<file path="src/design/tgr_pkg.sv">
// ----------------------------------------------------------------------------
// tgr_pkg
// Shared constants for the three-way gcd reduction block.
// ----------------------------------------------------------------------------
package tgr_pkg;

  // default width of each signed value of the triple
  localparam int unsigned VALUE_WIDTH_DEF = 16;

endpackage

</file>
<file path="src/design/tgr_div.sv">
// ----------------------------------------------------------------------------
// tgr_div
// Restoring unsigned divider, one quotient bit per cycle. Gives quotient and
// remainder together; shared for the gcd remainders and the exact divisions.
// ----------------------------------------------------------------------------
module tgr_div #(
  parameter int unsigned VALUE_WIDTH = tgr_pkg::VALUE_WIDTH_DEF
) (
  input  logic                   clk_i,
  input  logic                   rst_ni,
  input  logic                   start_i,
  input  logic [VALUE_WIDTH-1:0] dividend_i,
  input  logic [VALUE_WIDTH-1:0] divisor_i,
  output logic                   done_o,
  output logic [VALUE_WIDTH-1:0] quotient_o,
  output logic [VALUE_WIDTH-1:0] remainder_o
);
  import tgr_pkg::*;

  localparam int unsigned CntW = $clog2(VALUE_WIDTH + 1);

  logic [CntW-1:0]        cnt_q, cnt_d;
  logic                   done_q, done_d;
  logic [VALUE_WIDTH-1:0] rem_q, rem_d;
  logic [VALUE_WIDTH-1:0] quo_q, quo_d;
  logic [VALUE_WIDTH-1:0] dsr_q, dsr_d;
  logic [VALUE_WIDTH:0]   shifted;
  logic [VALUE_WIDTH:0]   diff;
  logic                   fits;

  assign shifted = {rem_q, quo_q[VALUE_WIDTH-1]};
  assign diff    = shifted - {1'b0, dsr_q};
  assign fits    = (shifted >= {1'b0, dsr_q});

  always_comb begin
    cnt_d  = cnt_q;
    done_d = 1'b0;
    rem_d  = rem_q;
    quo_d  = quo_q;
    dsr_d  = dsr_q;
    if (cnt_q != '0) begin
      rem_d  = fits ? diff[VALUE_WIDTH-1:0] : shifted[VALUE_WIDTH-1:0];
      quo_d  = {quo_q[VALUE_WIDTH-2:0], fits};
      cnt_d  = cnt_q - CntW'(1);
      done_d = (cnt_q == CntW'(1));
    end else if (start_i) begin
      rem_d = '0;
      quo_d = dividend_i;
      dsr_d = divisor_i;
      cnt_d = CntW'(VALUE_WIDTH);
    end
  end

  always_ff @(posedge clk_i or negedge rst_ni) begin
    if (!rst_ni) begin
      cnt_q  <= '0;
      done_q <= 1'b0;
    end else begin
      cnt_q  <= cnt_d;
      done_q <= done_d;
    end
  end

  always_ff @(posedge clk_i) begin
    rem_q <= rem_d;
    quo_q <= quo_d;
    dsr_q <= dsr_d;
  end

  assign done_o      = done_q;
  assign quotient_o  = quo_q;
  assign remainder_o = rem_q;

endmodule

</file>
<file path="src/design/triple_gcd_reduce.sv">
// ----------------------------------------------------------------------------
// triple_gcd_reduce
// Reduces a signed triple to lowest terms by its greatest common divisor.
// ----------------------------------------------------------------------------
// An item is taken when start is high and busy is low; busy then stays high
// until the result is out. The result shows for one cycle with done_o and
// cannot be held off, so the receiver must take it then. All work runs on one
// restoring divider: first the Euclid remainder steps of two gcd passes, then
// three exact divisions. Each gcd pass takes at most about 1.44*VALUE_WIDTH
// remainder steps, far fewer on typical values. An all-zero triple finishes
// with all_zero_o set and zeros elsewhere.
module triple_gcd_reduce #(
  parameter int unsigned VALUE_WIDTH = tgr_pkg::VALUE_WIDTH_DEF
) (
  input  logic                          clk_i,
  input  logic                          rst_ni,
  input  logic                          start,
  output logic                          busy,
  input  logic signed [VALUE_WIDTH-1:0] index_h_i,
  input  logic signed [VALUE_WIDTH-1:0] index_k_i,
  input  logic signed [VALUE_WIDTH-1:0] index_l_i,
  output logic                          done_o,
  output logic signed [VALUE_WIDTH-1:0] reduced_h_o,
  output logic signed [VALUE_WIDTH-1:0] reduced_k_o,
  output logic signed [VALUE_WIDTH-1:0] reduced_l_o,
  output logic        [VALUE_WIDTH-1:0] common_factor_o,
  output logic                          all_zero_o
);
  import tgr_pkg::*;

  typedef enum logic [2:0] {
    ST_IDLE,
    ST_EUC,
    ST_EUC_WAIT,
    ST_RED_GO,
    ST_RED_WAIT
  } state_e;

  state_e                 state_q;
  logic                   pass_q;
  logic [1:0]             idx_q;
  logic [VALUE_WIDTH-1:0] a_q, b_q;
  logic [VALUE_WIDTH-1:0] mag_q [3];
  logic [2:0]             neg_q;
  logic [VALUE_WIDTH-1:0] res_q [3];
  logic [VALUE_WIDTH-1:0] factor_q;
  logic                   all_zero_q;
  logic                   done_q;

  logic                   div_start;
  logic [VALUE_WIDTH-1:0] div_dividend, div_divisor;
  logic                   div_done;
  logic [VALUE_WIDTH-1:0] div_quo, div_rem;
  logic [VALUE_WIDTH-1:0] in_val [3];
  logic [VALUE_WIDTH-1:0] in_mag [3];

  assign in_val[0] = index_h_i;
  assign in_val[1] = index_k_i;
  assign in_val[2] = index_l_i;

  // magnitude of the most negative value wraps to 2^(W-1), still right unsigned
  always_comb begin
    for (int i = 0; i < 3; i++) begin
      in_mag[i] = in_val[i][VALUE_WIDTH-1] ? (~in_val[i] + VALUE_WIDTH'(1)) : in_val[i];
    end
  end

  assign div_start    = (state_q == ST_RED_GO) || ((state_q == ST_EUC) && (b_q != '0));
  assign div_dividend = (state_q == ST_EUC) ? a_q : mag_q[idx_q];
  assign div_divisor  = (state_q == ST_EUC) ? b_q : a_q;

  tgr_div #(
    .VALUE_WIDTH(VALUE_WIDTH)
  ) u_div (
    .clk_i      (clk_i),
    .rst_ni     (rst_ni),
    .start_i    (div_start),
    .dividend_i (div_dividend),
    .divisor_i  (div_divisor),
    .done_o     (div_done),
    .quotient_o (div_quo),
    .remainder_o(div_rem)
  );

  always_ff @(posedge clk_i or negedge rst_ni) begin
    if (!rst_ni) begin
      state_q <= ST_IDLE;
      pass_q  <= 1'b0;
      idx_q   <= '0;
      done_q  <= 1'b0;
    end else begin
      done_q <= 1'b0;
      case (state_q)
        ST_IDLE: begin
          if (start) begin
            pass_q  <= 1'b0;
            state_q <= ST_EUC;
          end
        end
        ST_EUC: begin
          if (b_q == '0) begin
            if (!pass_q) begin
              pass_q <= 1'b1;
            end else if (a_q == '0) begin
              done_q  <= 1'b1;
              state_q <= ST_IDLE;
            end else begin
              idx_q   <= '0;
              state_q <= ST_RED_GO;
            end
          end else begin
            state_q <= ST_EUC_WAIT;
          end
        end
        ST_EUC_WAIT: begin
          if (div_done) begin
            state_q <= ST_EUC;
          end
        end
        ST_RED_GO: begin
          state_q <= ST_RED_WAIT;
        end
        ST_RED_WAIT: begin
          if (div_done) begin
            if (idx_q == 2'd2) begin
              done_q  <= 1'b1;
              state_q <= ST_IDLE;
            end else begin
              idx_q   <= idx_q + 2'd1;
              state_q <= ST_RED_GO;
            end
          end
        end
        default: begin
          state_q <= ST_IDLE;
        end
      endcase
    end
  end

  // datapath registers
  always_ff @(posedge clk_i) begin
    case (state_q)
      ST_IDLE: begin
        if (start) begin
          for (int i = 0; i < 3; i++) begin
            mag_q[i] <= in_mag[i];
            neg_q[i] <= in_val[i][VALUE_WIDTH-1];
          end
          a_q <= in_mag[0];
          b_q <= in_mag[1];
        end
      end
      ST_EUC: begin
        if (b_q == '0) begin
          if (!pass_q) begin
            b_q <= mag_q[2];
          end else if (a_q == '0) begin
            for (int i = 0; i < 3; i++) begin
              res_q[i] <= '0;
            end
            factor_q   <= '0;
            all_zero_q <= 1'b1;
          end else begin
            factor_q   <= a_q;
            all_zero_q <= 1'b0;
          end
        end
      end
      ST_EUC_WAIT: begin
        if (div_done) begin
          a_q <= b_q;
          b_q <= div_rem;
        end
      end
      ST_RED_WAIT: begin
        if (div_done) begin
          res_q[idx_q] <= neg_q[idx_q] ? (~div_quo + VALUE_WIDTH'(1)) : div_quo;
        end
      end
      default: begin
      end
    endcase
  end

  assign busy            = (state_q != ST_IDLE);
  assign done_o          = done_q;
  assign reduced_h_o     = res_q[0];
  assign reduced_k_o     = res_q[1];
  assign reduced_l_o     = res_q[2];
  assign common_factor_o = factor_q;
  assign all_zero_o      = all_zero_q;

  // divider finishes only while the sequencer waits for it
  assert property (@(posedge clk_i) disable iff (!rst_ni)
    div_done |-> (state_q == ST_EUC_WAIT || state_q == ST_RED_WAIT))
    else $error("divider result with no waiting step");

  assert property (@(posedge clk_i) disable iff (!rst_ni)
    done_o |-> !busy)
    else $error("result shown while still busy");

  assert property (@(posedge clk_i) disable iff (!rst_ni)
    done_o |-> (all_zero_o == (common_factor_o == '0)))
    else $error("all_zero flag disagrees with factor");

  // a reduction start is never directly followed by a divider result
  assert property (@(posedge clk_i) disable iff (!rst_ni)
    (state_q == ST_RED_GO) |=> !div_done)
    else $error("divider done right after start");

endmodule

</file>
<file path="config.mk">
export PLATFORM = sky130hd
export DESIGN_NAME = triple_gcd_reduce
export DESIGN_NICKNAME = d
export VERILOG_FILES = /design/src/design/tgr_pkg.sv /design/src/design/tgr_div.sv /design/src/design/triple_gcd_reduce.sv
export SDC_FILE = /design/constraint.sdc
export NUM_CORES = 1
export LEC_CHECK = 0
export BUFFER_PORTS_ARGS = -buffer_cell sky130_fd_sc_hd__buf_2
export CAP_MARGIN = 20
export CORE_MARGIN = 3
export CORE_UTILIZATION = 64
export DETAILED_ROUTE_END_ITERATION = 16
export PLACE_DENSITY = 0.91
export SLEW_MARGIN = 20
export SYNTH_ARGS = -nofsm -noshare
export SYNTH_HDL_FRONTEND = slang
export SYNTH_SLANG_ARGS = --single-unit
export TNS_END_PERCENT = 1
</file>
<file path="constraint.sdc">
create_clock -name clk_i -period 10.25 [get_ports clk_i]
set_input_delay 0.5125 -clock clk_i [delete_from_list [all_inputs] [get_ports clk_i]]
set_output_delay 0.5125 -clock clk_i [all_outputs]
set_load 0.1 [all_outputs]
</file>
==> run summary, run 1 <==
Status - finished clean
CP bufs+invs - 1
DR WL/cell - 21.7 um
Post-CTS Setup Repair Bufs - 0
HP Class - input port to flop
Die X - 137 um
Startpoint Class - flop
Layout Skew - 9.41 ps
Row cnt - 47
Setup violators final - 0
Worst setup path class - flop to flop
Ys flop type - edfxtp_1
Worst hold path depth - 1
Remaining DRCs - 0
Peak fanout along the critical path - 31
# clock sinks - 209
Data arrival, critical path - 3510 ps
Syn_nets - 1081
Register-to-Register Path Depth - 4
RSZ-0062 raised after global routing - no
Initial antenna violation count - 1
GR Util met3 - 5.00%
Routability cong. - 0.984
Synth top area cells - edfxtp_1 (54%), nor2_1 (4.6%), xnor2_1 (3.7%)
TNS Setup - 0 ps
Number of flops mapped to enable cells by yosys - 196
Vias per inst - 6.53
Hold WS - 224 ps
DP Cell Count - 1288
Req. time, crit path - 10390 ps
Sequential area share after synthesis - 56.5%
Via Count - 8690
GRT Total Usage - 30.6%
Number of diodes - 0
Die area - 18800 sq um
CTS buffer count - 22
Cells along the critical path - nor2_1, buf_4, nand4_1, nand2_1
Leakage - 4.59 nW
Pin slew with the least headroom to its limit - 1150 ps
P per Cell Area - 297 nW/um^2
Cell taking the most area after synthesis - edfxtp_1
Die height - 137 um
Final WL - 28900 um
M2 GR Usage - 53.0%
Non-filler cells, final - 1331
Pin count of the biggest net entering global routing - 58
Synth Register Bits - 209
Yosys warns - 0
Slowest stage delay, CP - 780 ps
CTS tree - done
Unique masters post-synth - 63
Worst-Skew Late Latency - 510 ps
WP depth - 4
Max-cap violations - 0
IO Port Bufs - 117
Design area - 12500 sq um
CP endpoint kind - flop
Clk slew on worst S/H paths - 60 ps
Core area - 16700 sq um
Share of layout cells above drive strength 1 - 19.3%
Layout area overhead - 13.3%
Starting density of the core - 65.9%
Area share of the largest cell type after synthesis - 53.5%
Cts repair resizes - 0
Gr busiest metal - met2
CTS root buf - clkbuf_16
Async S/R FF share, synth - 6.22%
Nets - 1172
Cell Area, Synth - 11000 sq um
Number of DRC markers in iteration 0 - 1238
Fillers - 1034
Worst vdd ir - 0.180 mV
Tcrit/Tclk final - 32.9%
Hold buffers post-CTS - 1
Placed instance area - 11700 sq um
Tot Pwr - 0.00369 W
First-pass GRT wire length - 44000 um
CP delay by family, top - simple AND/OR/NAND/NOR gates
Vias in the first global route - 8187
FF-to-FF setup slack - 6880 ps
Fin. max-slew vios - 0
HPWL after detailed placement - 20200 um
Upper clock frequency limit - 297 MHz
Pre-Repair DR Iteration Count - 9
Clk buf depth - 3
Slew margin rel. - 23.3%
Cells after synthesis - 1004
GR Util met1 - 38.3%
# IOs - 118
Crit path max-delay cell type - nand2_1
Final ANT Viol Nets - 0
# H-tree levels - 1
Final min period - 3370 ps
Hold Fails Final Rpt - 0
Syn Area/Cell - 11.0 sq um
Global route overflow - 0
final timing paths:
path | end | startpoint
worst max-delay path | res_q[2][3] | state_q[0]
worst max register to register | res_q[2][3] | state_q[0]
max in group asynchronous | pass_q | rst_ni
worst min-delay path | mag_q[2][0] | index_l_i[0]
min in group asynchronous | u_div.cnt_q[1] | rst_ni
worst min register to register | u_div.cnt_q[3] | u_div.cnt_q[3]
logic make-up (layout without fill, tap and decap cells):
kind of cell    count (synthesis)  in the layout  synth area share [%]
compound gates                220            220                  12.1
xor+xnor                       67             67                  5.33
fa+ha+maj                      26             26                  3.03
buf+inv                       115            222                  4.47
flops                         209            209                  56.5
mux                            53             53                  5.19
simple gates                  314            314                  13.4
cell usage in the layout, fill, tap and decap left out, drive strengths merged, types with 7 or more instances in the layout:
cell    synthesis  routed
edfxtp        196     196
nor2          136     136
buf             8     131
a21oi          78      78
o21ai          72      72
nand2          60      60
inv            50      50
xnor2          47      47
mux2           32      32
clkbuf         57      28
ha             25      25
mux2i          21      21
nor3           21      21
xor2           20      20
or3            17      17
nand3          15      15
dfrtp          13      13
nor4           13      13
o31ai          13      13
o22ai          12      12
nand4          12      12
nand2b         11      11
o41ai           9       9
clkinv          0       9
a211oi          8       8
and2            8       8
a222oi          7       7
or4             7       7
synthesized netlist by cell type (2+ instances only):
master / n
or4_1: 5
clkbuf_8: 4
a21oi_1: 78
nand4_1: 12
xor2_1: 20
o41ai_1: 8
nand3b_1: 2
inv_1: 50
o21ai_1: 2
buf_4: 2
nor4_1: 13
clkbuf_1: 53
o31ai_1: 11
nor2_1: 136
nand3_1: 15
nand2b_1: 11
o21ai_0: 70
mux2i_1: 21
a31oi_1: 2
ha_1: 25
nand2_1: 59
or4_4: 2
mux2_2: 32
and2_1: 7
o211ai_1: 2
dfrtp_1: 13
or3_4: 2
or3_1: 15
a222oi_1: 7
buf_2: 4
a221oi_1: 4
a21o_1: 3
a211o_1: 2
xnor2_1: 47
nor2b_1: 4
a211oi_1: 8
edfxtp_1: 196
o22ai_1: 12
nor3_1: 21
per-stage QoR:
step,setup slack (ps),utilization [%]
after floorplan,5420,-
after global placement,6880,69.9
after detailed placement,6760,69.9
after CTS,6720,74.4
after global routing,6600,74.6
final,6880,74.6
per-layer routing:
layer  share of wire, %  wire length (um)
met5              0.045                13
met4                5.1              1480
met3                 11              3300
met2                 49             14100
met1                 35             10000
flip-flops by register name, indices dropped and copies added (netlist names):
name / count
common_factor_o: 16
mag_q: 48
idx_q: 2
res_q: 48
a_q: 16
state_q: 3
all_zero_o: 1
b_q: 16
done_o: 1
u_div.done_o: 1
u_div.remainder_o: 16
u_div.quotient_o: 16
pass_q: 1
u_div.dsr_q: 16
u_div.cnt_q: 5
neg_q: 3
report_power, final:
group          switching, W  internal (W)  total (W)
registers          0.000231       0.00124    0.00147
logic              0.000887      0.000520    0.00141
clock network      0.000331      0.000487   0.000819
layout make-up:
| cell class | instances | area, sq um | share of cell area, % |
|---|---|---|---|
| Tap cell | 220 | 275 | 2.21 |
| Timing Repair Buffer | 132 | 721 | 5.78 |
| Clock inverter | 12 | 140 | 1.12 |
| Multi-Input combinational cell | 680 | 4330 | 34.8 |
| Clock buffer | 28 | 594 | 4.77 |
| Inverter | 50 | 188 | 1.51 |
| Sequential cell | 209 | 6210 | 49.8 |
Power figures use the tool's default switching activity.
==> run 2: changes to the inputs <==
- ABC_AREA: unset -> 1
- CORE_UTILIZATION: 64 -> 54
- PLACE_DENSITY: 0.91 -> 0.82
- clock period: 10.25 -> 2.9 ns (I/O delays scaled with it)
==> run summary, run 2 <==
TNS Setup - 0 ps (unchanged)
Core area - 21100 sq um (was 16700 sq um)
Worst R2R Start - u_div.remainder_o[7] (was state_q[0])
Crit path max-delay cell type - edfxtp_1 (was nand2_1)
Tcrit/Tclk final - 77.5% (was 32.9%)
DP Cell Count - 1652 (was 1288)
FF-to-FF setup slack - 650 ps (was 6880 ps)
Status - finished clean (unchanged)
Most frequent cells in the layout - nand2_1 (327), edfxtp_1 (196), inv_1 (181), nor2_1 (118), buf_2 (117) (was edfxtp_1 (196), nor2_1 (135), buf_2 (117), a21oi_1 (78), o21ai_0 (69))
Most frequent cell after synthesis - nand2_1 (was edfxtp_1)
Yosys warns - 0 (unchanged)
Clk buf depth - 3 (unchanged)
Initial antenna violation count - 0 (was 1)
Leading cell type in the layout, fill and taps excluded - nand2_1 (was edfxtp_1)
Layout Skew - 7.61 ps (was 9.41 ps)
CP bufs+invs - 3 (was 1)
Row cnt - 53 (was 47)
# H-tree levels - 1 (unchanged)
Slowest stage delay, CP - 420 ps (was 780 ps)
Hold_sp - index_k_i[15] (was index_l_i[0])
Routability cong. - 0.957 (was 0.984)
Final WL - 28600 um (was 28900 um)
Vias in the first global route - 8599 (was 8187)
Slew margin rel. - 53.4% (was 23.3%)
Fin. max-slew vios - 0 (unchanged)
Pin count of the biggest net entering global routing - 66 (was 58)
Peak fanout along the critical path - 13 (was 31)
CP delay by family, top - simple AND/OR/NAND/NOR gates (unchanged)
P per Cell Area - 453 nW/um^2 (was 297 nW/um^2)
Async S/R FF share, synth - 6.22% (unchanged)
Worst-Skew Late Latency - 500 ps (was 510 ps)
Top post-synthesis cells by count - nand2_1 (327), edfxtp_1 (196), inv_1 (181) (was edfxtp_1 (196), nor2_1 (136), a21oi_1 (78))
Data arrival, critical path - 2520 ps (was 3510 ps)
Setup violators final - 0 (unchanged)
IO Port Bufs - 117 (unchanged)
Cell taking the most area after synthesis - edfxtp_1 (unchanged)
Syn_nets - 1373 (was 1081)
Pre-Repair DR Iteration Count - 7 (was 9)
Upper clock frequency limit - 445 MHz (was 297 MHz)
Ys flop type - edfxtp_1 (unchanged)
Via Count - 9194 (was 8690)
# IOs - 118 (unchanged)
Hold Fails Final Rpt - 0 (unchanged)
Most frequent CP cell - nand2_1
Worst setup path class - flop to flop (unchanged)
Die area - 23400 sq um (was 18800 sq um)
Cells along the critical path - ha_1, nand2_2, inv_2, nand2_1, nand2_1, inv_2, nand3_2, nand2_4, nand2_4, nand2_1, nand2_1, nand2_1, inv_1 (was nor2_1, buf_4, nand4_1, nand2_1)
Max-cap violations - 0 (unchanged)
Global route overflow - 0 (unchanged)
DR WL/cell - 16.8 um (was 21.7 um)
HP Class - input port to flop (unchanged)
Pin slew with the least headroom to its limit - 698 ps (was 1150 ps)
Cells after synthesis - 1296 (was 1004)
CTS root buf - clkbuf_16 (unchanged)
Vias per inst - 5.41 (was 6.53)
Startpoint Class - flop (unchanged)
Placed instance area - 12400 sq um (was 11700 sq um)
Critical path origin - u_div.remainder_o[7] (was state_q[0])
Area share of the largest cell type after synthesis - 50.5% (was 53.5%)
Clk slew on worst S/H paths - 60 ps (about the same)
Remaining DRCs - 0 (unchanged)
Cts repair resizes - 0 (unchanged)
First-pass GRT wire length - 44800 um (was 44000 um)
Non-filler cells, final - 1701 (was 1331)
Layout area overhead - 12.7% (was 13.3%)
Post-CTS Setup Repair Bufs - 0 (unchanged)
Design area - 13100 sq um (was 12500 sq um)
Die height - 153 um (was 137 um)
Tot Pwr - 0.00595 W (was 0.00369 W)
Leakage - 5.84 nW (was 4.59 nW)
Starting density of the core - 55.3% (was 65.9%)
Share of layout cells above drive strength 1 - 16.3% (was 19.3%)
Number of flops mapped to enable cells by yosys - 196 (unchanged)
Final ANT Viol Nets - 0 (unchanged)
Die X - 153 um (was 137 um)
Nets - 1490 (was 1172)
Worst vdd ir - 0.407 mV (was 0.180 mV)
Synth top area cells - edfxtp_1 (50%), nand2_1 (11%), inv_1 (5.8%) (was edfxtp_1 (54%), nor2_1 (4.6%), xnor2_1 (3.7%))
Synth Register Bits - 209 (unchanged)
Number of DRC markers in iteration 0 - 984 (was 1238)
CTS tree - done (unchanged)
Sequential area share after synthesis - 53.3% (was 56.5%)
Final min period - 2250 ps (was 3370 ps)
GRT Total Usage - 23.6% (was 30.6%)
Req. time, crit path - 3170 ps (was 10390 ps)
Regs by FF count - mag_q (48), res_q (48) (unchanged)
Unique masters post-synth - 44 (was 63)
# clock sinks - 209 (unchanged)
Number of diodes - 0 (unchanged)
CTS buffer count - 21 (was 22)
CP endpoint kind - flop (unchanged)
RSZ-0062 raised after global routing - no (unchanged)
HPWL after detailed placement - 21400 um (was 20200 um)
Cell Area, Synth - 11700 sq um (was 11000 sq um)
Syn Area/Cell - 8.99 sq um (was 11.0 sq um)
run 2: cell count changes in the layout (fill, tap and decap cells not counted), moves of 17 or more:
cell,change
xor2_1,+21
inv_1,+131
mux2_2,-32
nand2_1,+268
nor2_1,-17
a21oi_1,-47
o211ai_1,+17
mux2i_1,-21
o21ai_0,+21
nand3_2,+18
nand3_1,+54
xnor2_1,-41
run 2: per-stage QoR:
step                utilization [%]  setup slack [ps]  hold slack [ps]
floorplan                         -               237             -151
global placement               58.9               762             54.9
detailed placement             58.9               665             56.6
CTS                            62.3               649             6.50
global route                   62.3               482             18.0
finish                         62.3               654             15.1
run 2: area by class of cell:
type | instances | area [sq um]
clock buffer | 26 | 544
sequential | 209 | 6210
tap | 275 | 344
multi-input combinational | 839 | 4430
timing repair buffer | 146 | 836
clock inverter | 10 | 45.0
inverter | 196 | 736
fill | 1684 | 7950
run 2: timing repair:
item	4_1_cts	5_1_grt
endpoints found under the hold margin	26	0
endpoints found under the setup margin	0	0
hold buffers	13	0
run 2: final timing paths:
check                      cells after the start                     to
max reg2reg                                   13  u_div.remainder_o[13]
max                                           13  u_div.remainder_o[13]
max in group asynchronous                      2                 done_o
min                                            1               neg_q[1]
min reg2reg                                    1         u_div.cnt_q[3]
min in group asynchronous                      2         u_div.cnt_q[2]
run 2: worst register-to-register path: stages (launching register included):
cell	delay (ps)
edfxtp_1	420
ha_1	390
nand2_2	140
inv_2	50
nand2_1	60
nand2_1	80
inv_2	70
nand3_2	100
nand2_4	200
nand2_4	160
nand2_1	170
nand2_1	70
nand2_1	70
inv_1	40
run 2: report_power, final:
| part | internal [W] | switching, W |
|---|---|---|
| combinational | 0.0000983 | 0.000159 |
| clock | 0.00132 | 0.00109 |
| sequential | 0.00329 | 0.000000563 |
| total | 0.00471 | 0.00125 |
run 2: cells by family (layout without fill, tap and decap cells):
family,count (synthesis),count (layout),share of synthesized area (%)
xor+xnor,50,50,3.95
simple gates,604,604,23.5
flops,209,209,53.3
fa+ha+maj,26,26,2.86
compound gates,159,159,7.61
buf+inv,248,378,8.81
run 2: routing by layer:
| layer | up-vias | global-route usage (%) | wire length (um) |
|---|---|---|---|
| met5 | - | 0 | 0 |
| met4 | 0 | 7.38 | 1070 |
| met3 | 86 | 4.67 | 2540 |
| met2 | 468 | 39.8 | 13600 |
| met1 | 4176 | 31.1 | 11500 |
| li1 | 4464 | - | - |
==> run 3: changes to the inputs <==
- clock period: 2.9 -> 1.95 ns (I/O delays scaled with it)
==> run summary, run 3 (synthesis results as in run 2) <==
Pin slew with the least headroom to its limit - 545 ps (was 698 ps)
RSZ-0062 raised after global routing - yes (was no)
Sequential standard cell area - 6210 sq um (unchanged)
Status - complete, but fails checks (was finished clean)
First-pass GRT wire length - 50000 um (was 44800 um)
Worst-Skew Late Latency - 510 ps (was 500 ps)
Row cnt - 53 (unchanged)
Worst vdd ir - 0.510 mV (was 0.407 mV)
Area occupied by multi-input gates - 4740 sq um (was 4430 sq um)
Leading cell type in the layout, fill and taps excluded - nand2_1 (unchanged)
Nets - 1585 (was 1490)
CTS root buf - clkbuf_16 (unchanged)
Fin. max-slew vios - 0 (unchanged)
Clk buf depth - 3 (unchanged)
Startpoint Class - flop (unchanged)
Pin count of the biggest net entering global routing - 67 (was 66)
Hold Fails Final Rpt - 0 (unchanged)
Regs by FF count - mag_q (48), res_q (48) (unchanged)
# H-tree levels - 1 (unchanged)
Most frequent cells in the layout - nand2_1 (313), edfxtp_1 (196), inv_1 (176), buf_2 (117), nor2_1 (109) (was nand2_1 (327), edfxtp_1 (196), inv_1 (181), nor2_1 (118), buf_2 (117))
Final ANT Viol Nets - 0 (unchanged)
Remaining DRCs - 0 (unchanged)
P per Cell Area - 653 nW/um^2 (was 453 nW/um^2)
Number of diodes - 0 (unchanged)
Worst setup path class - flop to flop (unchanged)
Setup violators final - 6 (was 0)
Upper clock frequency limit - 491 MHz (was 445 MHz)
Layout Skew - 18.2 ps (was 7.61 ps)
Initial antenna violation count - 0 (unchanged)
Slowest stage delay, CP - 420 ps (about the same)
Data arrival, critical path - 2310 ps (was 2520 ps)
Req. time, crit path - 2220 ps (was 3170 ps)
DR WL/cell - 18.0 um (was 16.8 um)
Layout area overhead - 24.1% (was 12.7%)
Vias per inst - 5.52 (was 5.41)
Tot Pwr - 0.00944 W (was 0.00595 W)
Via Count - 9918 (was 9194)
Crit path max-delay cell type - fa_2 (was edfxtp_1)
Cells along the critical path - inv_2, ha_4, inv_2, fa_2, nand3_2, nand3_4, nand2_2, nand2_2, nand2_1, nand2_1, nand2_1, nand2_1, nor2_2, nor2_1 (was ha_1, nand2_2, inv_2, nand2_1, nand2_1, inv_2, nand3_2, nand2_4, nand2_4, nand2_1, nand2_1, nand2_1, inv_1)
IO Port Bufs - 117 (unchanged)
Number of DRC markers in iteration 0 - 1213 (was 984)
Die height - 153 um (unchanged)
Final WL - 32300 um (was 28600 um)
Violated checks - negative setup slack
Global route overflow - 0 (unchanged)
CTS tree - done (unchanged)
Final min period - 2040 ps (was 2250 ps)
Non-filler cells, final - 1797 (was 1701)
Vias in the first global route - 9626 (was 8599)
Fillers - 1473 (was 1684)
# clock sinks - 209 (unchanged)
CP endpoint kind - flop (unchanged)
DP Cell Count - 1726 (was 1652)
CTS buffer count - 22 (was 21)
GRT Total Usage - 26.6% (was 23.6%)
HP Class - input port to flop (unchanged)
Slew margin rel. - 63.6% (was 53.4%)
Tcrit/Tclk final - 104% (was 77.5%)
Die area - 23400 sq um (unchanged)
Clk slew on worst S/H paths - 60 ps (about the same)
Most frequent CP cell - nand2_1 (unchanged)
Core area - 21100 sq um (unchanged)
Pre-Repair DR Iteration Count - 6 (was 7)
Share of layout cells above drive strength 1 - 24.5% (was 16.3%)
Starting density of the core - 55.3% (unchanged)
Max-cap violations - 0 (unchanged)
Leakage - 6.41 nW (was 5.84 nW)
Die X - 153 um (unchanged)
Final worst slack - -87.6 ps (was 654 ps)
HPWL after detailed placement - 22400 um (was 21400 um)
Routability cong. - 0.941 (was 0.957)
# IOs - 118 (unchanged)
Peak fanout along the critical path - 4 (was 13)
## run 3: area by class of cell
type                            count  area share, %
Sequential cell                   209           43.0
Multi-Input combinational cell    839           32.8
Timing Repair Buffer              240           12.0
Inverter                          196           5.14
Clock buffer                       28           4.11
Tap cell                          275           2.38
Clock inverter                     10          0.701
## run 3: final timing paths
path,depth (start not counted),end,start,slack (ps)
min in group asynchronous,2,state_q[2],rst_ni,40
setup reg to reg,14,u_div.remainder_o[14],u_div.quotient_o[15],-90
hold / removal,3,mag_q[2][7],index_l_i[7],10
setup / recovery,14,u_div.remainder_o[14],u_div.quotient_o[15],-90
max in group asynchronous,2,u_div.done_o,rst_ni,1670
hold reg to reg,1,u_div.cnt_q[3],u_div.cnt_q[3],470
## run 3: worst max-delay path, delay by kind of cell (launching register included)
family,cells,cell delay [ps]
buffers and inverters,2,120
adders and majority gates,2,540
and+or+nand+nor,10,770
DFF,1,370
## run 3: per-stage QoR
stage / setup slack [ps] / utilization [%] / area [sq um] / hold WS, ps / setup TNS (ps)
after floorplan: -196 / - / 11700 / -198 / -16900
after global placement: -103 / 62.2 / 13100 / 0.657 / -1080
after detailed placement: -127 / 62.2 / 13100 / 2.37 / -1440
after CTS: -21.0 / 67.8 / 14300 / 7.60 / -32.0
after global routing: -188 / 68.6 / 14500 / 20.1 / -3210
final: -87.6 / 68.6 / 14500 / 12.9 / -153
## run 3: where the power goes
group / internal, W / switching (W)
Sequential: 0.00488 / 0.00000113
Combinational: 0.000165 / 0.000253
Clock: 0.00242 / 0.00172
## run 3: per-layer routing
| metal | GRT usage (%) | part of all wire, % | up-vias |
|---|---|---|---|
| met5 | 0 | 0 | - |
| met4 | 7.85 | 4.0 | 0 |
| met3 | 4.19 | 9.1 | 93 |
| met2 | 47.8 | 50 | 575 |
| met1 | 33.3 | 37 | 4604 |
| li1 | - | - | 4646 |
## run 3: timing repair
action / CTS / global route
buffers inserted: 5 / 1
hold endpoints to repair: 40 / 0
setup endpoints to repair: 17 / 127
pin swaps: 3 / 17
resized for setup: 23 / 40
hold buffers: 27 / 0
